`config.mk`:
```
export PLATFORM = sky130hd
export DESIGN_NAME = box_downsample_2x2_unit
export DESIGN_NICKNAME = d
export VERILOG_FILES = /design/src/rtl/bds_pkg.sv /design/src/rtl/bds_ram.sv /design/src/rtl/box_downsample_2x2_unit.sv
export SDC_FILE = /design/constraint.sdc
export NUM_CORES = 2
export LEC_CHECK = 0
export BUFFER_PORTS_ARGS = -buffer_cell sky130_fd_sc_hd__buf_2
export CAP_MARGIN = 10
export CORE_AREA = 4 4 582 584
export DETAILED_ROUTE_END_ITERATION = 12
export DIE_AREA = 0 0 586 588
export PLACE_DENSITY = 0.7
export REMOVE_ABC_BUFFERS = 1
export SLEW_MARGIN = 10
export SYNTH_ARGS = -nofsm -noshare
export SYNTH_HDL_FRONTEND = slang
export SYNTH_MEMORY_MAX_BITS = 65536
export SYNTH_SLANG_ARGS = --single-unit
```
`constraint.sdc`:
```
create_clock -name clk -period 26.3 [get_ports clk]
set_clock_uncertainty 0.05 [all_clocks]
set_input_delay 1.315 -clock clk [delete_from_list [all_inputs] [get_ports clk]]
set_output_delay 1.315 -clock clk [all_outputs]
set_load 0.005 [all_outputs]
```
`src/rtl/bds_pkg.sv`:
```
package bds_pkg;

	localparam int PIXEL_W = 8;
	localparam int CFG_W   = 11;
	localparam int PAIR_W  = PIXEL_W + 1;
	localparam int SUM_W   = PIXEL_W + 2;

	typedef logic [PIXEL_W-1:0] pixel_t;
	typedef logic [CFG_W-1:0]   cfg_data_t;
	typedef logic [1:0]         cfg_index_t;
	typedef logic [PAIR_W-1:0]  pair_t;
	typedef logic [SUM_W-1:0]   sum_t;

	localparam cfg_index_t CFG_IMAGE_WIDTH  = 2'd0;
	localparam cfg_index_t CFG_IMAGE_HEIGHT = 2'd1;

	localparam cfg_data_t CFG_DIM_RESET = 11'd1024;

	localparam sum_t ROUND_BIAS = 10'd2;

endpackage

```
`src/rtl/bds_ram.sv`:
```
module bds_ram #(
	parameter int WIDTH = 9,
	parameter int DEPTH = 512,
	localparam int AW = (DEPTH > 1) ? $clog2(DEPTH) : 1
) (
	input  logic             clk,
	input  logic             we,
	input  logic [AW-1:0]    waddr,
	input  logic [WIDTH-1:0] wdata,
	input  logic             re,
	input  logic [AW-1:0]    raddr,
	output logic [WIDTH-1:0] rdata
);

	logic [WIDTH-1:0] mem [DEPTH];

	always_ff @(posedge clk) begin
		if (we) begin
			mem[waddr] <= wdata;
		end
		if (re) begin
			rdata <= mem[raddr];
		end
	end

endmodule

```
`src/rtl/box_downsample_2x2_unit.sv`:
```
// a block mean passes the stage 1 register and then the output register after its last pixel is accepted
// throughput: one pixel per clock while in_stall is low; the line buffer has one write and one read port
// and each pixel uses at most one of them
// reset: column and row counters, the left pixel and both valid flags clear, both sizes return to 1024
// the line buffer is not cleared; an entry is written before it is read unless the width grows within a row pair
module box_downsample_2x2_unit #(
	parameter int MAX_COLS = 1024,
	parameter int MAX_ROWS = 1024
) (
	input  logic                  clk,
	input  logic                  arst_n,
	input  logic                  cfg_we,
	input  bds_pkg::cfg_index_t   cfg_index,
	input  bds_pkg::cfg_data_t    cfg_data,
	input  logic                  in_valid,
	output logic                  in_stall,
	input  bds_pkg::pixel_t       pixel_in,
	output logic                  out_valid,
	input  logic                  out_stall,
	output bds_pkg::pixel_t       pixel_out,
	output logic                  frame_done
);

	import bds_pkg::*;

	localparam int CW = (MAX_COLS > 1) ? $clog2(MAX_COLS) : 1;
	localparam int RW = (MAX_ROWS > 1) ? $clog2(MAX_ROWS) : 1;
	localparam int WW = $clog2(MAX_COLS + 1);
	localparam int HW = $clog2(MAX_ROWS + 1);
	localparam int CMPW_C = (WW > CFG_W) ? WW : CFG_W;
	localparam int CMPW_R = (HW > CFG_W) ? HW : CFG_W;
	localparam int LINE_DEPTH = (MAX_COLS + 1) / 2;
	localparam int AW = (LINE_DEPTH > 1) ? $clog2(LINE_DEPTH) : 1;

	cfg_data_t width_q;
	cfg_data_t height_q;
	logic [CW-1:0] col_q;
	logic [RW-1:0] row_q;
	pixel_t left_q;

	logic [WW-1:0] w_lim;
	logic [HW-1:0] h_lim;
	logic [WW-1:0] col_inc;
	logic [HW-1:0] row_inc;
	logic [CMPW_C-1:0] width_ext;
	logic [CMPW_R-1:0] height_ext;

	logic accept;
	logic pair_col;
	logic emit;
	logic last_blk;
	pair_t pair_sum;
	logic [AW-1:0] line_addr;

	logic ram_we;
	logic ram_re;
	pair_t ram_rdata;

	logic valid_s1;
	pair_t pair_s1;
	logic last_s1;
	logic out_ready;
	sum_t blk_sum;

	always_ff @(posedge clk or negedge arst_n) begin
		if (!arst_n) begin
			width_q  <= CFG_DIM_RESET;
			height_q <= CFG_DIM_RESET;
		end else if (cfg_we) begin
			unique case (cfg_index)
				CFG_IMAGE_WIDTH:  width_q  <= cfg_data;
				CFG_IMAGE_HEIGHT: height_q <= cfg_data;
				default: ;
			endcase
		end
	end

	// zero acts as one, oversize acts as the maximum
	always_comb begin
		width_ext  = CMPW_C'(width_q);
		height_ext = CMPW_R'(height_q);
		if (width_q == '0) begin
			w_lim = WW'(1);
		end else if (width_ext > CMPW_C'(MAX_COLS)) begin
			w_lim = WW'(MAX_COLS);
		end else begin
			w_lim = WW'(width_ext);
		end
		if (height_q == '0) begin
			h_lim = HW'(1);
		end else if (height_ext > CMPW_R'(MAX_ROWS)) begin
			h_lim = HW'(MAX_ROWS);
		end else begin
			h_lim = HW'(height_ext);
		end
	end

	assign out_ready = !out_valid || !out_stall;
	assign in_stall  = valid_s1 && !out_ready;
	assign accept    = in_valid && !in_stall;

	assign col_inc   = WW'(col_q) + WW'(1);
	assign row_inc   = HW'(row_q) + HW'(1);
	assign pair_col  = col_q[0] && (WW'(col_q) < w_lim);
	assign emit      = pair_col && row_q[0] && (HW'(row_q) < h_lim);
	assign last_blk  = (col_inc >= {w_lim[WW-1:1], 1'b0}) &&
		(row_inc >= {h_lim[HW-1:1], 1'b0});
	assign pair_sum  = PAIR_W'(left_q) + PAIR_W'(pixel_in);
	assign line_addr = AW'(col_q >> 1);

	assign ram_we = accept && pair_col && !row_q[0];
	assign ram_re = accept && emit;

	bds_ram #(
		.WIDTH(PAIR_W),
		.DEPTH(LINE_DEPTH)
	) u_line (
		.clk  (clk),
		.we   (ram_we),
		.waddr(line_addr),
		.wdata(pair_sum),
		.re   (ram_re),
		.raddr(line_addr),
		.rdata(ram_rdata)
	);

	always_ff @(posedge clk or negedge arst_n) begin
		if (!arst_n) begin
			col_q  <= '0;
			row_q  <= '0;
			left_q <= '0;
		end else if (accept) begin
			if (!col_q[0]) begin
				left_q <= pixel_in;
			end
			if (col_inc >= w_lim) begin
				col_q <= '0;
				row_q <= (row_inc >= h_lim) ? '0 : RW'(row_inc);
			end else begin
				col_q <= CW'(col_inc);
			end
		end
	end

	// stage 1 waits for the line buffer read
	always_ff @(posedge clk or negedge arst_n) begin
		if (!arst_n) begin
			valid_s1 <= 1'b0;
		end else if (accept) begin
			valid_s1 <= emit;
		end else if (out_ready) begin
			valid_s1 <= 1'b0;
		end
	end

	always_ff @(posedge clk) begin
		if (ram_re) begin
			pair_s1 <= pair_sum;
			last_s1 <= last_blk;
		end
	end

	assign blk_sum = SUM_W'(ram_rdata) + SUM_W'(pair_s1) + ROUND_BIAS;

	always_ff @(posedge clk or negedge arst_n) begin
		if (!arst_n) begin
			out_valid <= 1'b0;
		end else if (out_ready) begin
			out_valid <= valid_s1;
		end
	end

	always_ff @(posedge clk) begin
		if (out_ready && valid_s1) begin
			pixel_out  <= blk_sum[SUM_W-1:2];
			frame_done <= last_s1;
		end
	end

`ifndef SYNTH
	a_stall_only_when_full: assert property (@(posedge clk) disable iff (!arst_n)
		in_stall |-> valid_s1 && out_valid && out_stall)
		else $error("input stalled while the output path can drain");

	a_emit_loads_s1: assert property (@(posedge clk) disable iff (!arst_n)
		ram_re |=> valid_s1)
		else $error("line read issued but stage 1 not loaded");

	a_s1_holds: assert property (@(posedge clk) disable iff (!arst_n)
		valid_s1 && out_valid && out_stall |=> valid_s1)
		else $error("stage 1 dropped while the output was stalled");

	a_one_port: assert property (@(posedge clk) disable iff (!arst_n)
		!(ram_we && ram_re))
		else $error("line buffer read and write in the same cycle");
`endif

endmodule

```
Word-level counts from Yosys, hierarchy flattened. Memory sizes are Yosys's and may differ from the RTL's. A register that Yosys moved wholly into a read port is not among the register bits. Cells that the tools add are included.

Equal/unequal tests: 1. Bitwise logic cells: 1. Add/sub/neg operators: 5. Muxes and demuxes: 10. Reduce and logical (&&, ||, !) cells: 24. Order comparisons: 8.

Operators with widths (count): 11-bit greater-or-equal comparator (4); 11-bit two-way mux (4); 10-bit by 1-bit adder with 11-bit output, second input constant (2); 11-bit > comparator, second input constant (2); 11-bit logical NOT (2); 10-bit by 11-bit less-than comparator with 1-bit output (2); 10-bit two-way mux (2); 10-bit by 2-bit adder with 10-bit output, second input constant (1); 9-bit by 9-bit adder with 10-bit output (1); 1-bit logical AND (10); 8-bit by 8-bit adder with 9-bit output (1); 2-bit AND reduction (4); 1-bit logical NOT (5); 1-bit two-way mux (4); 2-bit by 1-bit == test with 1-bit output, second input constant (1); 2-bit logical NOT (1); 2-bit nonzero test (1); 1-bit logical OR (1); 1-bit NOT (1).

Output and inout bits: 11. Input bits: 26. Flip-flop bits (word level): 71. Memories: 1. Word-level logic and storage cells: 61. RAM bits: 4608.

Memories: u_line.mem (words 512, width 9, read ports 1, clocked after memory_dff 1, write ports 1, RTL line bds_ram.sv:15) `logic [WIDTH-1:0] mem [DEPTH];`.

Depth between registers and ports, before layout.
Depth after elaboration: 10. Gate-level depth with buffers: 20. Depth with buffers taken out: 14.

By module. From an unflattened synthesis, not the netlist that was laid out.

Cell total of the unflattened synthesis: 9352. Area total of the unflattened synthesis: 184475.7 µm².

Modules (own cells, without submodules): bds_ram (area each 179704.9 µm², times used 1, seq. area each 138643.0 µm², cells each 8888); box_downsample_2x2_unit (area each 4770.8 µm², times used 1, seq. area each 1874.3 µm², cells each 464).

Worst setup path after synthesis. No wires, ideal clock.

Kind: input -> register. Start point: input pixel_in[1]. End point: register pair_s1[7] (data pin). Required time: 23.159 ns. Stages on the path: 8. Buffers on the path: 0. Arrival time: 16.635 ns. Setup slack: 6.524 ns. Library setup time: 3.091 ns. Path through: ha_1 > a21o_1 > a21oi_1 > o21ai_0 > a21oi_1 > o21bai_1 > a21oi_1 > xnor2_1.

Word-level cells in the longest chain between the ends: 1.

RTL lines: start: declaration (RTL line box_downsample_2x2_unit.sv:17) `input bds_pkg::pixel_t pixel_in,`; 8-bit by 8-bit adder with 9-bit output (RTL line box_downsample_2x2_unit.sv:108) `assign pair_sum = PAIR_W'(left_q) + PAIR_W'(pixel_in);`; via pair_sum[7] (RTL line box_downsample_2x2_unit.sv:52) `pair_t pair_sum;`; end signal: assignment (RTL line box_downsample_2x2_unit.sv:158) `pair_s1 <= pair_sum;`; end: declaration (RTL line box_downsample_2x2_unit.sv:60) `pair_t pair_s1;`.

The timed path passes the listed nets, and every way through them passes these cells. A chain may end at the register's enable or synchronous reset.

Worst setup path after layout.
Start point: register col_q[2]. End point: register u_line.rdata[3] (read register of u_line.mem) (data pin).

Word-level cells in the longest chain between the ends: 5.

RTL lines: start: declaration (RTL line box_downsample_2x2_unit.sv:37) `logic [CW-1:0] col_q;`; start signal: assignment (RTL line box_downsample_2x2_unit.sv:140) `col_q <= CW'(col_inc);`; 10-bit by 11-bit less-than comparator with 1-bit output (RTL line box_downsample_2x2_unit.sv:104) `assign pair_col = col_q[0] && (WW'(col_q) < w_lim);`; 1-bit logical AND (RTL line box_downsample_2x2_unit.sv:104); 1-bit logical AND (2 in series) (RTL line box_downsample_2x2_unit.sv:105) `assign emit = pair_col && row_q[0] && (HW'(row_q) < h_lim);`; 1-bit logical AND (RTL line box_downsample_2x2_unit.sv:112) `assign ram_re = accept && emit;`; end: declaration (RTL line bds_ram.sv:12) `output logic [WIDTH-1:0] rdata`.

Parallel ways exist; a longest one is shown, timed or not.

==> results.md <==
* Status: finished clean
* Antenna violations before repair at 34
* Setup violators final at 0
* Crit end category: flop
* Average routed wire per standard cell at 37.16 um
* Hold WC Path Type: in2async
* RSZ-0062 raised after global routing: false
* Most common cell after layout, fill and taps aside: edfxtp_1
* Setup TNS at 0 ps
* Slew margin rel. at 0.06792
* Num CTS Buffers at 452
* 1st-iter DRT viols at 14360
* Post-CTS Setup Repair Bufs at 0
* FP Rows at 212
* GRT overflow at 0
* Detailed Routing Iterations Pass 1 at 9
* Vias in the first global route at 91560
* Distinct cells, synth at 74
* VDD IR max at 0.2045 mV
* Most frequent cells in the layout: edfxtp_1, mux4_2, nor2_1, clkbuf_16, mux2i_1
* Die footprint at 344600 um^2
* WS Path Type: reg2reg
* Pleak at 63.57 nW
* Final Max Slew Viols at 0
* Required @ worst endpoint at 26960 ps
* Post-CTS Resized at 0
* Async SR Flop Fraction at 0.01109
* PD cells at 119.6 nW/um^2
* Slew @ Worst Pin at 1392 ps
* Synth Instances at 8634
* Final Hold Fails at 0
* Final HPWL DP at 311300 um
* Syn avg cell area at 21.18 um^2
* Startpoint types: flop
* Starting Density at 0.5490
* CTS tree: done
* Area delta synth->final at 11.22%
* Via count at 93340
* Critical path arrival at 8080 ps
* Post-layout min period at 7417 ps
* Post-synthesis register bit count at 4688
* Register area share after synthesis at 0.7683
* Max Cap Viol at 0
* Post-synth EDFFs at 4636
* Layout cell share with drive strength beyond 1 at 0.2366
* DRC Markers at 0
* Root Driver: clkbuf_16
* H-tree depth at 5
* Largest net degree at the start of global routing at 191
* Hold buffers post-CTS at 0
* RePlAce Congestion at 0.9243
* Clock sink count at 4688
* Core area at 333200 um^2
* Routed Antenna Nets at 0
* Die height at 588 um
* Via density at 6.836
* First-pass GRT wire length at 713300 um
* Clk_lat worst skew at 980 ps
* Yosys warning count at 0
* Die width at 586 um
* NumNets Final at 8954
* Total track usage at 0.2942
* Top_reg_cell synth: edfxtp_1
* FMAX at 134.8 MHz
* # IOs at 37
* Hold slack at 414.7 ps
* Port Buffers at 36
* CP max FO at 128
* Clk pin slew, worst setup/hold paths at 60 ps
* Mapped Area at 182900 um^2
* Fin crit share at 0.2820
* Longest Clk Path Bufs at 4
* Final wirelength at 507400 um
==> cell usage after synthesis, types with 26 or more instances <==
cell type	n	area, um^2
edfxtp_1	4636	139200
mux4_2	1117	25160
nor2_1	614	2305
mux2i_1	364	3643
clkbuf_1	243	912.1
nand2_1	203	762.0
buf_2	147	735.7
o21ai_0	145	725.7
a21oi_1	137	685.7
a22oi_1	120	900.9
o22ai_1	88	550.5
mux2_2	80	900.9
nand3_1	77	385.4
ha_1	69	863.3
dfrtp_1	50	1251
buf_4	49	367.9
buf_1	44	165.2
nor3_1	34	170.2
a221oi_1	32	280.3
nand4_1	26	162.7
==> kinds of logic (layout without fill, tap and decap cells) <==
logic type / after synthesis / in the layout / share of synthesized area
multiplexers: 1562 / 1562 / 0.1624
buffers and inverters: 530 / 1138 / 0.01371
XOR/XNOR: 28 / 28 / 0.001341
other: 0 / 24 / 0
AND/OR/NAND/NOR: 1061 / 1061 / 0.02459
flip-flops: 4688 / 4688 / 0.7683
AO/OA/AOI/OAI: 694 / 694 / 0.02472
adder cells (fa/ha/maj): 71 / 71 / 0.004939
==> metal layers <==
metal / global-route usage / up-vias / wire length, um
li1: - / 36520 / -
met1: 0.4052 / 49210 / 181600
met2: 0.4358 / 6434 / 232400
met3: 0.07984 / 1145 / 61880
met4: 0.1544 / 24 / 31330
met5: 0 / - / 187
==> per-stage QoR <==
stage	setup WS (ps)	total power, mW	area [um^2]	util	instances
floorplan	-23910	20.17	180500	-	8131
global placement	19080	17.68	188500	0.5659	12790
detailed placement	19030	17.92	188600	0.5660	12790
CTS	19080	24.31	203300	0.6104	13630
global route	18720	25.05	203400	0.6104	13630
finish	18880	24.33	203400	0.6106	13650
==> critical path: stages (launching register included) <==
cell and delay (ps):
dfrtp_4 660, buf_4 520, buf_4 810, buf_4 680, buf_12 620, mux4_2 420
mux2i_1 530, o32ai_1 320, or4_1 670, a2111oi_0 610, nand4_1 410, or4_1 600
==> worst paths after layout <==
path | from | slack, ps | end | cells after the start
min in group clk | last_s1 | 430 | frame_done | 0
setup / recovery | col_q[2] | 18880 | u_line.rdata[3] | 11
hold / removal | arst_n | 410 | height_ext[9] | 2
hold reg to reg | last_s1 | 430 | frame_done | 0
setup reg to reg | col_q[2] | 18880 | u_line.rdata[3] | 11
max in group asynchronous | arst_n | 25210 | col_q[4] | 2
==> cell type report <==
type | instances | area (um^2)
Sequential cell | 4688 | 140500
Fill cell | 22530 | 129700
Multi-Input combinational cell | 3416 | 40300
Clock buffer | 548 | 11840
Tap cell | 4387 | 5489
Clock inverter | 291 | 2949
Timing Repair Buffer | 272 | 2131
Inverter | 27 | 123.9
Antenna cell | 24 | 60.06
==> state kept, by name (all words and copies together), names as in the netlist <==
signal,cells
valid_s1,1
frame_done,1
pixel_out,8
row_q,10
out_valid,1
last_s1,1
width_ext,11
col_q,10
u_line.rdata,9
left_q,8
u_line.mem,4608
height_ext,11
pair_s1,9
==> where the power goes <==
group	internal (mW)	switching, mW	total [mW]
clock network	3.70	2.80	6.50
registers	10.5	0.0735	10.6
logic	2.05	5.17	7.22
No activity file was read; power rests on OpenSTA's default activity.
